<file path="config.mk">
export PLATFORM = sky130hd
export DESIGN_NAME = rpn_stack_evaluator_flat
export DESIGN_NICKNAME = d
export VERILOG_FILES = /design/src/sv/rse_pkg.sv /design/src/sv/rse_if.sv /design/src/sv/rse_ram.sv /design/src/sv/rse_div.sv /design/src/sv/rpn_stack_evaluator.sv /design/src/flat_wrapper.sv
export SDC_FILE = /design/constraint.sdc
export NUM_CORES = 2
export LEC_CHECK = 0
export CAP_MARGIN = 15
export CORE_ASPECT_RATIO = 0.8
export CORE_MARGIN = 4
export CORE_UTILIZATION = 35
export CTS_CLUSTER_DIAMETER = 150
export CTS_CLUSTER_SIZE = 10
export DETAILED_ROUTE_END_ITERATION = 10
export DONT_BUFFER_PORTS = 1
export RECOVER_POWER = 50
export SLEW_MARGIN = 20
export SYNTH_ARGS = -nofsm -noshare
export SYNTH_HDL_FRONTEND = slang
export SYNTH_SLANG_ARGS = --single-unit
</file>
<file path="constraint.sdc">
create_clock -name clk -period 21.8 [get_ports clk]
set_input_delay 4.36 -clock clk [delete_from_list [all_inputs] [get_ports clk]]
set_output_delay 4.36 -clock clk [all_outputs]
set_load 0.02 [all_outputs]
</file>
<file path="src/sv/rse_pkg.sv">
// Shared constants, codes and types of the RPN stack evaluator.
package rse_pkg;

  // Sizes
  localparam int STACK_DEPTH = 16;
  localparam int FRAC_BITS   = 16;
  localparam int VAL_W       = 32;
  localparam int MODE_W      = 2;
  localparam int NUM_W       = 15;
  localparam int OP_W        = 3;
  localparam int ST_W        = 3;
  localparam int CNT_W       = $clog2(STACK_DEPTH + 1);
  localparam int ADDR_W      = $clog2(STACK_DEPTH);
  localparam int DVD_W       = VAL_W + FRAC_BITS;
  localparam int DCNT_W      = $clog2(DVD_W + 1);

  // Token kinds
  localparam logic [MODE_W-1:0] MODE_PUSH = 2'd0;
  localparam logic [MODE_W-1:0] MODE_OP   = 2'd1;
  localparam logic [MODE_W-1:0] MODE_END  = 2'd2;

  // Operators
  localparam logic [OP_W-1:0] OP_ADD = 3'd0;
  localparam logic [OP_W-1:0] OP_SUB = 3'd1;
  localparam logic [OP_W-1:0] OP_MUL = 3'd2;
  localparam logic [OP_W-1:0] OP_DIV = 3'd3;
  localparam logic [OP_W-1:0] OP_MOD = 3'd4;

  // Status codes
  localparam logic [ST_W-1:0] ST_OK    = 3'd0;
  localparam logic [ST_W-1:0] ST_UNDER = 3'd1;
  localparam logic [ST_W-1:0] ST_OVER  = 3'd2;
  localparam logic [ST_W-1:0] ST_DIVZ  = 3'd3;
  localparam logic [ST_W-1:0] ST_SAT   = 3'd4;

  typedef enum logic [2:0] {
    S_IDLE,
    S_READ,
    S_EXEC,
    S_MUL,
    S_DIV,
    S_EMIT
  } state_t;

  typedef struct packed {
    logic             start;
    logic [DVD_W-1:0] dividend;
    logic [VAL_W-1:0] divisor;
  } div_req_t;

  typedef struct packed {
    logic             busy;
    logic             done;
    logic [DVD_W-1:0] quot;
    logic [VAL_W-1:0] rem;
  } div_rsp_t;

endpackage

</file>
<file path="src/sv/rse_if.sv">
// Token and result channel interfaces of the RPN stack evaluator.
interface rse_tok_if;
  logic                       valid;
  logic                       ready;
  logic [rse_pkg::MODE_W-1:0] mode;
  logic [rse_pkg::NUM_W-1:0]  number;
  logic [rse_pkg::OP_W-1:0]   operator;

  modport source (output valid, output mode, output number, output operator, input ready);
  modport sink (input valid, input mode, input number, input operator, output ready);
endinterface

interface rse_res_if;
  logic                             valid;
  logic                             ready;
  logic signed [rse_pkg::VAL_W-1:0] value;
  logic [rse_pkg::ST_W-1:0]         status;
  logic                             answer_ready;

  modport source (output valid, output value, output status, output answer_ready, input ready);
  modport sink (input valid, input value, input status, input answer_ready, output ready);
endinterface

</file>
<file path="src/sv/rse_ram.sv">
// Generic single-port-write, single-port-read RAM with registered read data.
module rse_ram #(
  parameter int WIDTH = 32,
  parameter int DEPTH = 16
) (
  input  logic                     clk,
  input  logic                     we,
  input  logic [$clog2(DEPTH)-1:0] waddr,
  input  logic [WIDTH-1:0]         wdata,
  input  logic [$clog2(DEPTH)-1:0] raddr,
  output logic [WIDTH-1:0]         rdata
);

  logic [WIDTH-1:0] mem [DEPTH];

  always_ff @(posedge clk) begin
    if (we) begin
      mem[waddr] <= wdata;
    end
    rdata <= mem[raddr];
  end

endmodule

</file>
<file path="src/sv/rse_div.sv">
// Restoring unsigned divider, one quotient bit per cycle.
module rse_div (
  input  logic              clk,
  input  logic              rst,
  input  rse_pkg::div_req_t req,
  output rse_pkg::div_rsp_t rsp
);

  logic                       busy;
  logic                       done;
  logic [rse_pkg::DCNT_W-1:0] cnt;
  logic [rse_pkg::DVD_W-1:0]  q;
  logic [rse_pkg::VAL_W-1:0]  rem;
  logic [rse_pkg::VAL_W-1:0]  dvs;
  logic [rse_pkg::VAL_W:0]    rem_sh;
  logic                       fits;

  // Shift in the next dividend bit and trial-subtract
  assign rem_sh = {rem, q[rse_pkg::DVD_W-1]};
  assign fits   = rem_sh >= {1'b0, dvs};

  // Control
  always_ff @(posedge clk) begin
    if (rst) begin
      busy <= 1'b0;
      done <= 1'b0;
      cnt  <= '0;
    end else begin
      done <= 1'b0;
      if (req.start) begin
        busy <= 1'b1;
        cnt  <= rse_pkg::DCNT_W'(rse_pkg::DVD_W);
      end else if (busy) begin
        cnt <= cnt - 1'b1;
        if (cnt == rse_pkg::DCNT_W'(1)) begin
          busy <= 1'b0;
          done <= 1'b1;
        end
      end
    end
  end

  // Datapath
  always_ff @(posedge clk) begin
    if (req.start) begin
      q   <= req.dividend;
      rem <= '0;
      dvs <= req.divisor;
    end else if (busy) begin
      if (fits) begin
        rem <= rse_pkg::VAL_W'(rem_sh - {1'b0, dvs});
        q   <= {q[rse_pkg::DVD_W-2:0], 1'b1};
      end else begin
        rem <= rem_sh[rse_pkg::VAL_W-1:0];
        q   <= {q[rse_pkg::DVD_W-2:0], 1'b0};
      end
    end
  end

  assign rsp.busy = busy;
  assign rsp.done = done;
  assign rsp.quot = q;
  assign rsp.rem  = rem;

endmodule

</file>
<file path="src/sv/rpn_stack_evaluator.sv">
// Top level of the RPN stack evaluator: operand stack, sequencer and arithmetic.
//
// Usage:
//   token  (sink)   : one request per token; mode picks push number, apply operator
//                     or end of expression. ready is high while no token is in work.
//   result (source) : exactly one result per token: value (signed Q16.16), sticky
//                     status, and answer_ready set for the result of an end token.
// Path from token accept to the output register, by state (DVD_W = 48 at Q16.16):
//   push, end, underflow, unknown codes : straight to EMIT
//   add, subtract                      : READ, EXEC, EMIT
//   multiply                           : READ, EXEC, MUL, EMIT
//   divide, modulo                     : READ, EXEC, DIV, EMIT, DIV waiting on the
//                                        shared divider retiring one quotient bit a cycle
// One token is in work at a time, so the next token is taken in the cycle after the
// previous result enters the output register. The top of stack sits in a register;
// deeper entries live in a RAM with registered read data.
// Reset empties the stack and clears the last value and status; no clearing pass.
// A stalled result holds in the output register; the block then waits to emit the
// following result but keeps its state.
module rpn_stack_evaluator (
  input logic        clk,
  input logic        rst,
  rse_tok_if.sink    token,
  rse_res_if.source  result
);

  typedef struct packed {
    logic                      sat;
    logic [rse_pkg::VAL_W-1:0] v;
  } clamp_t;

  localparam logic [63:0] MAG_MAX = 64'h0000_0000_7FFF_FFFF;
  localparam logic [63:0] MAG_MIN = 64'h0000_0000_8000_0000;
  localparam logic [rse_pkg::VAL_W-1:0] VAL_MAX = {1'b0, {(rse_pkg::VAL_W-1){1'b1}}};
  localparam logic [rse_pkg::VAL_W-1:0] VAL_MIN = {1'b1, {(rse_pkg::VAL_W-1){1'b0}}};

  // Clamp a sign and magnitude to the value range
  function automatic clamp_t clamp_mag(input logic neg, input logic [63:0] mag);
    clamp_t c;
    c.sat = 1'b0;
    if (neg) begin
      if (mag > MAG_MIN) begin
        c.sat = 1'b1;
        c.v   = VAL_MIN;
      end else begin
        c.v = rse_pkg::VAL_W'(~mag[rse_pkg::VAL_W-1:0] + 1'b1);
      end
    end else if (mag > MAG_MAX) begin
      c.sat = 1'b1;
      c.v   = VAL_MAX;
    end else begin
      c.v = mag[rse_pkg::VAL_W-1:0];
    end
    return c;
  endfunction

  rse_pkg::state_t state, state_next;

  logic [rse_pkg::CNT_W-1:0] count, count_next;
  logic [rse_pkg::VAL_W-1:0] tos, tos_next;
  logic [rse_pkg::VAL_W-1:0] last_value, last_value_next;
  logic [rse_pkg::ST_W-1:0]  err, err_next;
  logic [rse_pkg::OP_W-1:0]  op_reg, op_reg_next;
  logic [rse_pkg::VAL_W-1:0] a_reg, a_reg_next;
  logic [63:0]               prod, prod_next;
  logic [rse_pkg::VAL_W-1:0] res_value, res_value_next;
  logic [rse_pkg::ST_W-1:0]  res_status, res_status_next;
  logic                      res_ans, res_ans_next;
  logic                      ovalid;
  logic [rse_pkg::VAL_W-1:0] ovalue;
  logic [rse_pkg::ST_W-1:0]  ostatus;
  logic                      oans;
  logic                      load_out;

  // Stack RAM ports
  logic                       ram_we;
  logic [rse_pkg::ADDR_W-1:0] ram_waddr;
  logic [rse_pkg::ADDR_W-1:0] ram_raddr;
  logic [rse_pkg::VAL_W-1:0]  ram_rdata;
  logic [rse_pkg::CNT_W-1:0]  cnt_m1;
  logic [rse_pkg::CNT_W-1:0]  cnt_m2;

  // Divider
  rse_pkg::div_req_t div_req;
  rse_pkg::div_rsp_t div_rsp;
  logic              div_start;

  // Operand views
  logic                      na, nb;
  logic [rse_pkg::VAL_W-1:0] ma, mb, ib;
  logic [rse_pkg::VAL_W:0]   sum;
  logic [63:0]               push_mag;
  logic                      push_sat;
  logic [rse_pkg::VAL_W-1:0] push_val;

  // Result of an operator
  logic                      fin;
  logic [rse_pkg::VAL_W-1:0] fin_r;
  logic                      fin_sat;
  logic                      fin_divz;
  clamp_t                    cl;

  assign cnt_m1    = count - rse_pkg::CNT_W'(1);
  assign cnt_m2    = count - rse_pkg::CNT_W'(2);
  assign ram_waddr = cnt_m1[rse_pkg::ADDR_W-1:0];
  assign ram_raddr = cnt_m2[rse_pkg::ADDR_W-1:0];

  rse_ram #(
    .WIDTH (rse_pkg::VAL_W),
    .DEPTH (rse_pkg::STACK_DEPTH)
  ) u_stack (
    .clk   (clk),
    .we    (ram_we),
    .waddr (ram_waddr),
    .wdata (tos),
    .raddr (ram_raddr),
    .rdata (ram_rdata)
  );

  rse_div u_div (
    .clk (clk),
    .rst (rst),
    .req (div_req),
    .rsp (div_rsp)
  );

  // a is the deeper operand, b the top of stack
  assign na  = a_reg[rse_pkg::VAL_W-1];
  assign nb  = tos[rse_pkg::VAL_W-1];
  assign ma  = na ? (~a_reg + 1'b1) : a_reg;
  assign mb  = nb ? (~tos + 1'b1) : tos;
  assign ib  = mb >> rse_pkg::FRAC_BITS;
  assign sum = (op_reg == rse_pkg::OP_SUB) ?
               ({a_reg[rse_pkg::VAL_W-1], a_reg} - {tos[rse_pkg::VAL_W-1], tos}) :
               ({a_reg[rse_pkg::VAL_W-1], a_reg} + {tos[rse_pkg::VAL_W-1], tos});

  // Pushed number in fixed point
  assign push_mag = 64'(token.number) << rse_pkg::FRAC_BITS;
  assign push_sat = push_mag > MAG_MAX;
  assign push_val = push_sat ? VAL_MAX : push_mag[rse_pkg::VAL_W-1:0];

  // Divider operands
  assign div_req.start    = div_start;
  assign div_req.dividend = (op_reg == rse_pkg::OP_DIV) ?
                            (rse_pkg::DVD_W'(ma) << rse_pkg::FRAC_BITS) :
                            rse_pkg::DVD_W'(ma >> rse_pkg::FRAC_BITS);
  assign div_req.divisor  = (op_reg == rse_pkg::OP_DIV) ? mb : ib;

  assign token.ready = (state == rse_pkg::S_IDLE);
  assign load_out    = (state == rse_pkg::S_EMIT) && (!ovalid || result.ready);

  // Sequencer: next state and datapath updates
  always_comb begin
    state_next      = state;
    count_next      = count;
    tos_next        = tos;
    last_value_next = last_value;
    err_next        = err;
    op_reg_next     = op_reg;
    a_reg_next      = a_reg;
    prod_next       = prod;
    res_value_next  = res_value;
    res_status_next = res_status;
    res_ans_next    = res_ans;
    ram_we          = 1'b0;
    div_start       = 1'b0;
    fin             = 1'b0;
    fin_r           = '0;
    fin_sat         = 1'b0;
    fin_divz        = 1'b0;
    cl              = '0;

    case (state)
      rse_pkg::S_IDLE: begin
        if (token.valid) begin
          res_value_next  = last_value;
          res_status_next = err;
          res_ans_next    = 1'b0;
          state_next      = rse_pkg::S_EMIT;
          case (token.mode)
            rse_pkg::MODE_PUSH: begin
              res_value_next = push_val;
              if (push_sat && err == rse_pkg::ST_OK) begin
                err_next = rse_pkg::ST_SAT;
              end
              if (count == rse_pkg::CNT_W'(rse_pkg::STACK_DEPTH)) begin
                if (!push_sat && err == rse_pkg::ST_OK) begin
                  err_next = rse_pkg::ST_OVER;
                end
              end else begin
                // spill the old top into the RAM
                ram_we     = (count != '0);
                tos_next   = push_val;
                count_next = count + rse_pkg::CNT_W'(1);
              end
              res_status_next = err_next;
            end
            rse_pkg::MODE_OP: begin
              if (token.operator <= rse_pkg::OP_MOD) begin
                if (count < rse_pkg::CNT_W'(2)) begin
                  if (err == rse_pkg::ST_OK) begin
                    err_next = rse_pkg::ST_UNDER;
                  end
                  res_status_next = err_next;
                end else begin
                  op_reg_next = token.operator;
                  state_next  = rse_pkg::S_READ;
                end
              end
            end
            rse_pkg::MODE_END: begin
              res_ans_next    = 1'b1;
              count_next      = '0;
              last_value_next = '0;
              err_next        = rse_pkg::ST_OK;
            end
            default: begin
            end
          endcase
        end
      end

      rse_pkg::S_READ: begin
        a_reg_next = ram_rdata;
        state_next = rse_pkg::S_EXEC;
      end

      rse_pkg::S_EXEC: begin
        case (op_reg)
          rse_pkg::OP_ADD, rse_pkg::OP_SUB: begin
            fin = 1'b1;
            if (sum[rse_pkg::VAL_W] != sum[rse_pkg::VAL_W-1]) begin
              fin_sat = 1'b1;
              fin_r   = sum[rse_pkg::VAL_W] ? VAL_MIN : VAL_MAX;
            end else begin
              fin_r = sum[rse_pkg::VAL_W-1:0];
            end
          end
          rse_pkg::OP_MUL: begin
            prod_next  = 64'(ma) * 64'(mb);
            state_next = rse_pkg::S_MUL;
          end
          rse_pkg::OP_DIV: begin
            if (mb == '0) begin
              fin      = 1'b1;
              fin_divz = 1'b1;
              if (a_reg == '0) begin
                fin_r = '0;
              end else begin
                fin_r = na ? VAL_MIN : VAL_MAX;
              end
            end else begin
              div_start  = 1'b1;
              state_next = rse_pkg::S_DIV;
            end
          end
          default: begin
            if (ib == '0) begin
              fin      = 1'b1;
              fin_divz = 1'b1;
              fin_r    = '0;
            end else begin
              div_start  = 1'b1;
              state_next = rse_pkg::S_DIV;
            end
          end
        endcase
      end

      rse_pkg::S_MUL: begin
        cl      = clamp_mag(na ^ nb, prod >> rse_pkg::FRAC_BITS);
        fin     = 1'b1;
        fin_r   = cl.v;
        fin_sat = cl.sat;
      end

      rse_pkg::S_DIV: begin
        if (div_rsp.done) begin
          if (op_reg == rse_pkg::OP_DIV) begin
            cl = clamp_mag(na ^ nb, 64'(div_rsp.quot));
          end else begin
            cl = clamp_mag(na, 64'(div_rsp.rem) << rse_pkg::FRAC_BITS);
          end
          fin     = 1'b1;
          fin_r   = cl.v;
          fin_sat = cl.sat;
        end
      end

      rse_pkg::S_EMIT: begin
        if (!ovalid || result.ready) begin
          state_next = rse_pkg::S_IDLE;
        end
      end

      default: begin
        state_next = rse_pkg::S_IDLE;
      end
    endcase

    // Commit an operator result: pop two, push one
    if (fin) begin
      tos_next        = fin_r;
      count_next      = cnt_m1;
      last_value_next = fin_r;
      if (err == rse_pkg::ST_OK) begin
        if (fin_divz) begin
          err_next = rse_pkg::ST_DIVZ;
        end else if (fin_sat) begin
          err_next = rse_pkg::ST_SAT;
        end
      end
      res_value_next  = fin_r;
      res_status_next = err_next;
      res_ans_next    = 1'b0;
      state_next      = rse_pkg::S_EMIT;
    end
  end

  // State register
  always_ff @(posedge clk) begin
    if (rst) begin
      state <= rse_pkg::S_IDLE;
    end else begin
      state <= state_next;
    end
  end

  // Control registers
  always_ff @(posedge clk) begin
    if (rst) begin
      count      <= '0;
      last_value <= '0;
      err        <= rse_pkg::ST_OK;
      ovalid     <= 1'b0;
    end else begin
      count      <= count_next;
      last_value <= last_value_next;
      err        <= err_next;
      if (load_out) begin
        ovalid <= 1'b1;
      end else if (result.ready) begin
        ovalid <= 1'b0;
      end
    end
  end

  // Payload registers
  always_ff @(posedge clk) begin
    tos        <= tos_next;
    op_reg     <= op_reg_next;
    a_reg      <= a_reg_next;
    prod       <= prod_next;
    res_value  <= res_value_next;
    res_status <= res_status_next;
    res_ans    <= res_ans_next;
    if (load_out) begin
      ovalue  <= res_value;
      ostatus <= res_status;
      oans    <= res_ans;
    end
  end

  assign result.valid        = ovalid;
  assign result.value        = ovalue;
  assign result.status       = ostatus;
  assign result.answer_ready = oans;

`ifndef ASSERT_OFF
  a_count_bound: assert property (@(posedge clk) disable iff (rst)
    count <= rse_pkg::CNT_W'(rse_pkg::STACK_DEPTH))
    else $error("stack count above depth");

  a_accept_leaves_idle: assert property (@(posedge clk) disable iff (rst)
    token.valid && token.ready |=> state != rse_pkg::S_IDLE)
    else $error("accepted token did not start work");

  a_div_active: assert property (@(posedge clk) disable iff (rst)
    state == rse_pkg::S_DIV |-> div_rsp.busy || div_rsp.done)
    else $error("waiting on an idle divider");

  a_end_empties: assert property (@(posedge clk) disable iff (rst)
    state == rse_pkg::S_EMIT && res_ans |-> count == '0 && err == rse_pkg::ST_OK)
    else $error("end token left stack or status behind");

  a_status_code: assert property (@(posedge clk) disable iff (rst)
    ovalid |-> ostatus <= rse_pkg::ST_SAT)
    else $error("status code out of range");
`endif

endmodule
</file>
<file path="src/flat_wrapper.sv">
// flat-port wrapper written by rule: the top's interface ports become plain ports
module rpn_stack_evaluator_flat 
  (clk, rst, token_valid, token_mode, token_number, token_operator, token_ready, result_valid, result_value, result_status, result_answer_ready, result_ready);
  rse_tok_if token_i ();
  rse_res_if result_i ();
  input logic clk;
  input logic rst;
  input wire logic [$bits(token_i.valid)-1:0] token_valid;
  input wire logic [$bits(token_i.mode)-1:0] token_mode;
  input wire logic [$bits(token_i.number)-1:0] token_number;
  input wire logic [$bits(token_i.operator)-1:0] token_operator;
  output wire logic [$bits(token_i.ready)-1:0] token_ready;
  output wire logic [$bits(result_i.valid)-1:0] result_valid;
  output wire logic [$bits(result_i.value)-1:0] result_value;
  output wire logic [$bits(result_i.status)-1:0] result_status;
  output wire logic [$bits(result_i.answer_ready)-1:0] result_answer_ready;
  input wire logic [$bits(result_i.ready)-1:0] result_ready;
  assign token_i.valid = token_valid;
  assign token_i.mode = token_mode;
  assign token_i.number = token_number;
  assign token_i.operator = token_operator;
  assign token_ready = token_i.ready;
  assign result_valid = result_i.valid;
  assign result_value = result_i.value;
  assign result_status = result_i.status;
  assign result_answer_ready = result_i.answer_ready;
  assign result_i.ready = result_ready;
  rpn_stack_evaluator u_core (.clk(clk), .rst(rst), .token(token_i), .result(result_i));
endmodule
</file>
==> metrics.txt <==
reg2reg path depth 32; area added between synthesis and finish 10.1%; most frequent cells in the layout inv_1, fa_1, edfxtp_1; wirelength, routed 252,000 um; Die H 418 um; Worst R2R Setup Slack 6.69 ns; Global Route met1 Usage 32.8%; FMAX 66.2 MHz; crit start category flip-flop; CP most frequent cell fa_1; DPL Wire Length 179,000 um; via count 53,700; cts hold-fix bufs 0; Seq cells post-synth 895; fin. max-slew vios 1,265; fillers 20,100; worst reg2reg path endpoint u_core.prod[56]; Post-Syn Nets 8,049; setup_tns 0 ns; vias per inst 5.56; top_reg_cell synth edfxtp_1; yosys warns 0; slowest CP cell xor2_1; max reg flops 512; R2R Path Start u_core.tos[0]; largest net degree at the start of global routing 79; worst slew pin tran 3.80 ns; post-route ant nets 0; Max-Cap Viols 45; first drt pass iteration count 6; Final WS setup 6.69 ns; # rows 150; skew final 0.0548 ns; Nets 8,014; type of destination of the critical path flip-flop; final setup fails 0; TritonCTS Buffers 100; Cell Area, Synth 73,500 um2; Period minus WS final 15.11 ns; met3 usage 7.95%; Min-Delay Path Class flip-flop to flip-flop; H-tree depth 3; Die X 521 um; drt drc 0; CTS tree done; # IOs 62; type of the worst setup path flip-flop to flip-flop; GRT Util Overall 23.2%; share of layout cells above drive strength 1 8.36%; die area 218,000 um2; hold depth 0; post-DR wirelength/cell 26.2 um; GPL Wtd Cong 0.972; Mean Syn Cell Area 10.8 um2; clk_lat worst skew 0.73 ns; cell area after layout 81,000 um2; PortBufs 0; Async SR Flop Fraction 0%; post_cts resized 0; sequential-to-total area share from yosys stat 34.9%; Yosys cell types 93; Regs by FF count u_core.u_stack.mem x512, u_core.prod x48, u_core.u_div.q x48; multi-input logic area 43,500 um2; clock root cell clkbuf_16; clock tree buffer depth 3; Reg area 25,700 um2; failing checks capacitance limit, slew limit; starting density of the core 35.2%; final core occ 38.8%; RSZ-0062 raised after global routing no; Final Hold Viols 0; CTS sink count 895; Reg clk slew, reported paths 0.07 ns; Post-CTS Setup Inserts 0; total core area 209,000 um2; commonest non-fill, non-tap cell in the layout inv_1; Detailed Route Iter0 Violations 6,595; placed instance area 78,300 um2; busiest grt layer met2; status finished, violations left; Post-synth EDFFs 778; Post-Syn Instances 6,787; Overflow after GRT 0; Largest Register u_core.u_stack.mem; CP Max Fanout 43; CP Capture Point u_core.prod[56]; Crit path required time 22.23 ns; DP Worst Slack 10.15 ns; Critical Path Max Stage Delay 1.77 ns; headroom to the max-slew limit -153%; M2 GR Usage 33.3%; initial antenna violation count 10; vias in the first global route 54,300; Critical Path Start u_core.tos[0]; fin crit share 69.3%; first-pass GRT wire length 372,000 um; Worst Path Arrival 15.54 ns
-- worst max-delay path: cells and delay by family (launching register included) --
family                     cells  cell delay (ns)
AOI/OAI and AO/OA              8             1.64
xor gates and xnor gates       2             1.89
adders and majority gates     10             5.02
buffers and inverters          8             4.59
DFF                            1             0.33
and+or+nand+nor                4             1.27
-- Yosys cell counts (all sizes together) (6+ instances only) --
library cell | n | area [um2]
clkbuf | 295 | 1110
nor4b | 7 | 67.6
nor2 | 737 | 2770
and3 | 11 | 68.8
a21oi | 271 | 1360
o32ai | 17 | 156
inv | 1025 | 3850
o22ai | 31 | 194
o211ai | 13 | 103
dfxtp | 117 | 2340
o31a | 11 | 96.3
and4 | 8 | 70.1
mux4 | 160 | 3600
buf | 50 | 255
xor2 | 109 | 955
or3 | 34 | 213
ha | 341 | 4270
or2 | 18 | 113
a31oi | 33 | 206
xnor2 | 150 | 1320
o21a | 13 | 97.6
nand3 | 49 | 258
a21o | 67 | 503
fa | 897 | 18000
o31ai | 74 | 561
o21ai | 196 | 981
a221oi | 6 | 52.6
edfxtp | 778 | 23400
nand2 | 761 | 2860
nor4 | 41 | 338
nor3b | 8 | 70.1
o311ai | 7 | 61.3
a211oi | 48 | 360
o41ai | 12 | 105
nand4 | 32 | 200
and2 | 44 | 275
nor2b | 26 | 163
nand2b | 46 | 288
nor3 | 72 | 385
mux2i | 48 | 480
nand3b | 6 | 45.0
o21bai | 15 | 113
or4 | 17 | 128
-- worst min-delay path by stage --
| stage | startpoint | to | slack, ns |
|---|---|---|---|
| finish | u_core.u_stack.rdata[20] | u_core.a_reg[20] | 0.39 |
| detailed placement | u_core.u_stack.rdata[5] | u_core.a_reg[5] | 0.40 |
| CTS | u_core.u_stack.rdata[20] | u_core.a_reg[20] | 0.39 |
| global route | u_core.u_stack.rdata[20] | u_core.a_reg[20] | 0.42 |
| global placement | u_core.u_stack.rdata[2] | u_core.a_reg[2] | 0.39 |
| floorplan | u_core.u_stack.rdata[0] | u_core.a_reg[0] | 0.39 |
-- layer usage --
layer,part of all wire (%),wire [um]
met5,0.015,39
met4,3.7,9430
met2,42,105000
met3,13,33500
met1,41,105000
-- cell type report --
class	instances	share of cell area, %
Antenna cell	9	0.0278
Clock buffer	167	3.40
Clock inverter	10	0.235
Inverter	1026	4.76
Multi-Input combinational cell	4521	53.8
Sequential cell	895	31.8
Tap cell	2812	4.35
Timing Repair Buffer	208	1.67
-- cell families after synthesis --
| group | share of synthesized area [%] |
|---|---|
| adders and majority gates | 30.2 |
| muxes | 5.63 |
| and+or+nand+nor | 11.4 |
| DFF | 34.9 |
| xor gates and xnor gates | 3.09 |
| AOI/OAI and AO/OA | 7.57 |
| buffers and inverters | 7.09 |
-- through the flow --
| step | std cells | hold WS [ns] |
|---|---|---|
| 3_3_place_gp | 9461 | 0.387 |
| 2_1_floorplan | 6787 | 0.386 |
| 4_1_cts | 9638 | 0.394 |
| 5_1_grt | 9639 | 0.416 |
| 3_5_place_dp | 9461 | 0.395 |
| 6_report | 9648 | 0.389 |
Power is not shown: default switching activity piles up to over one toggle a cycle in this logic, so the estimate is an artifact.
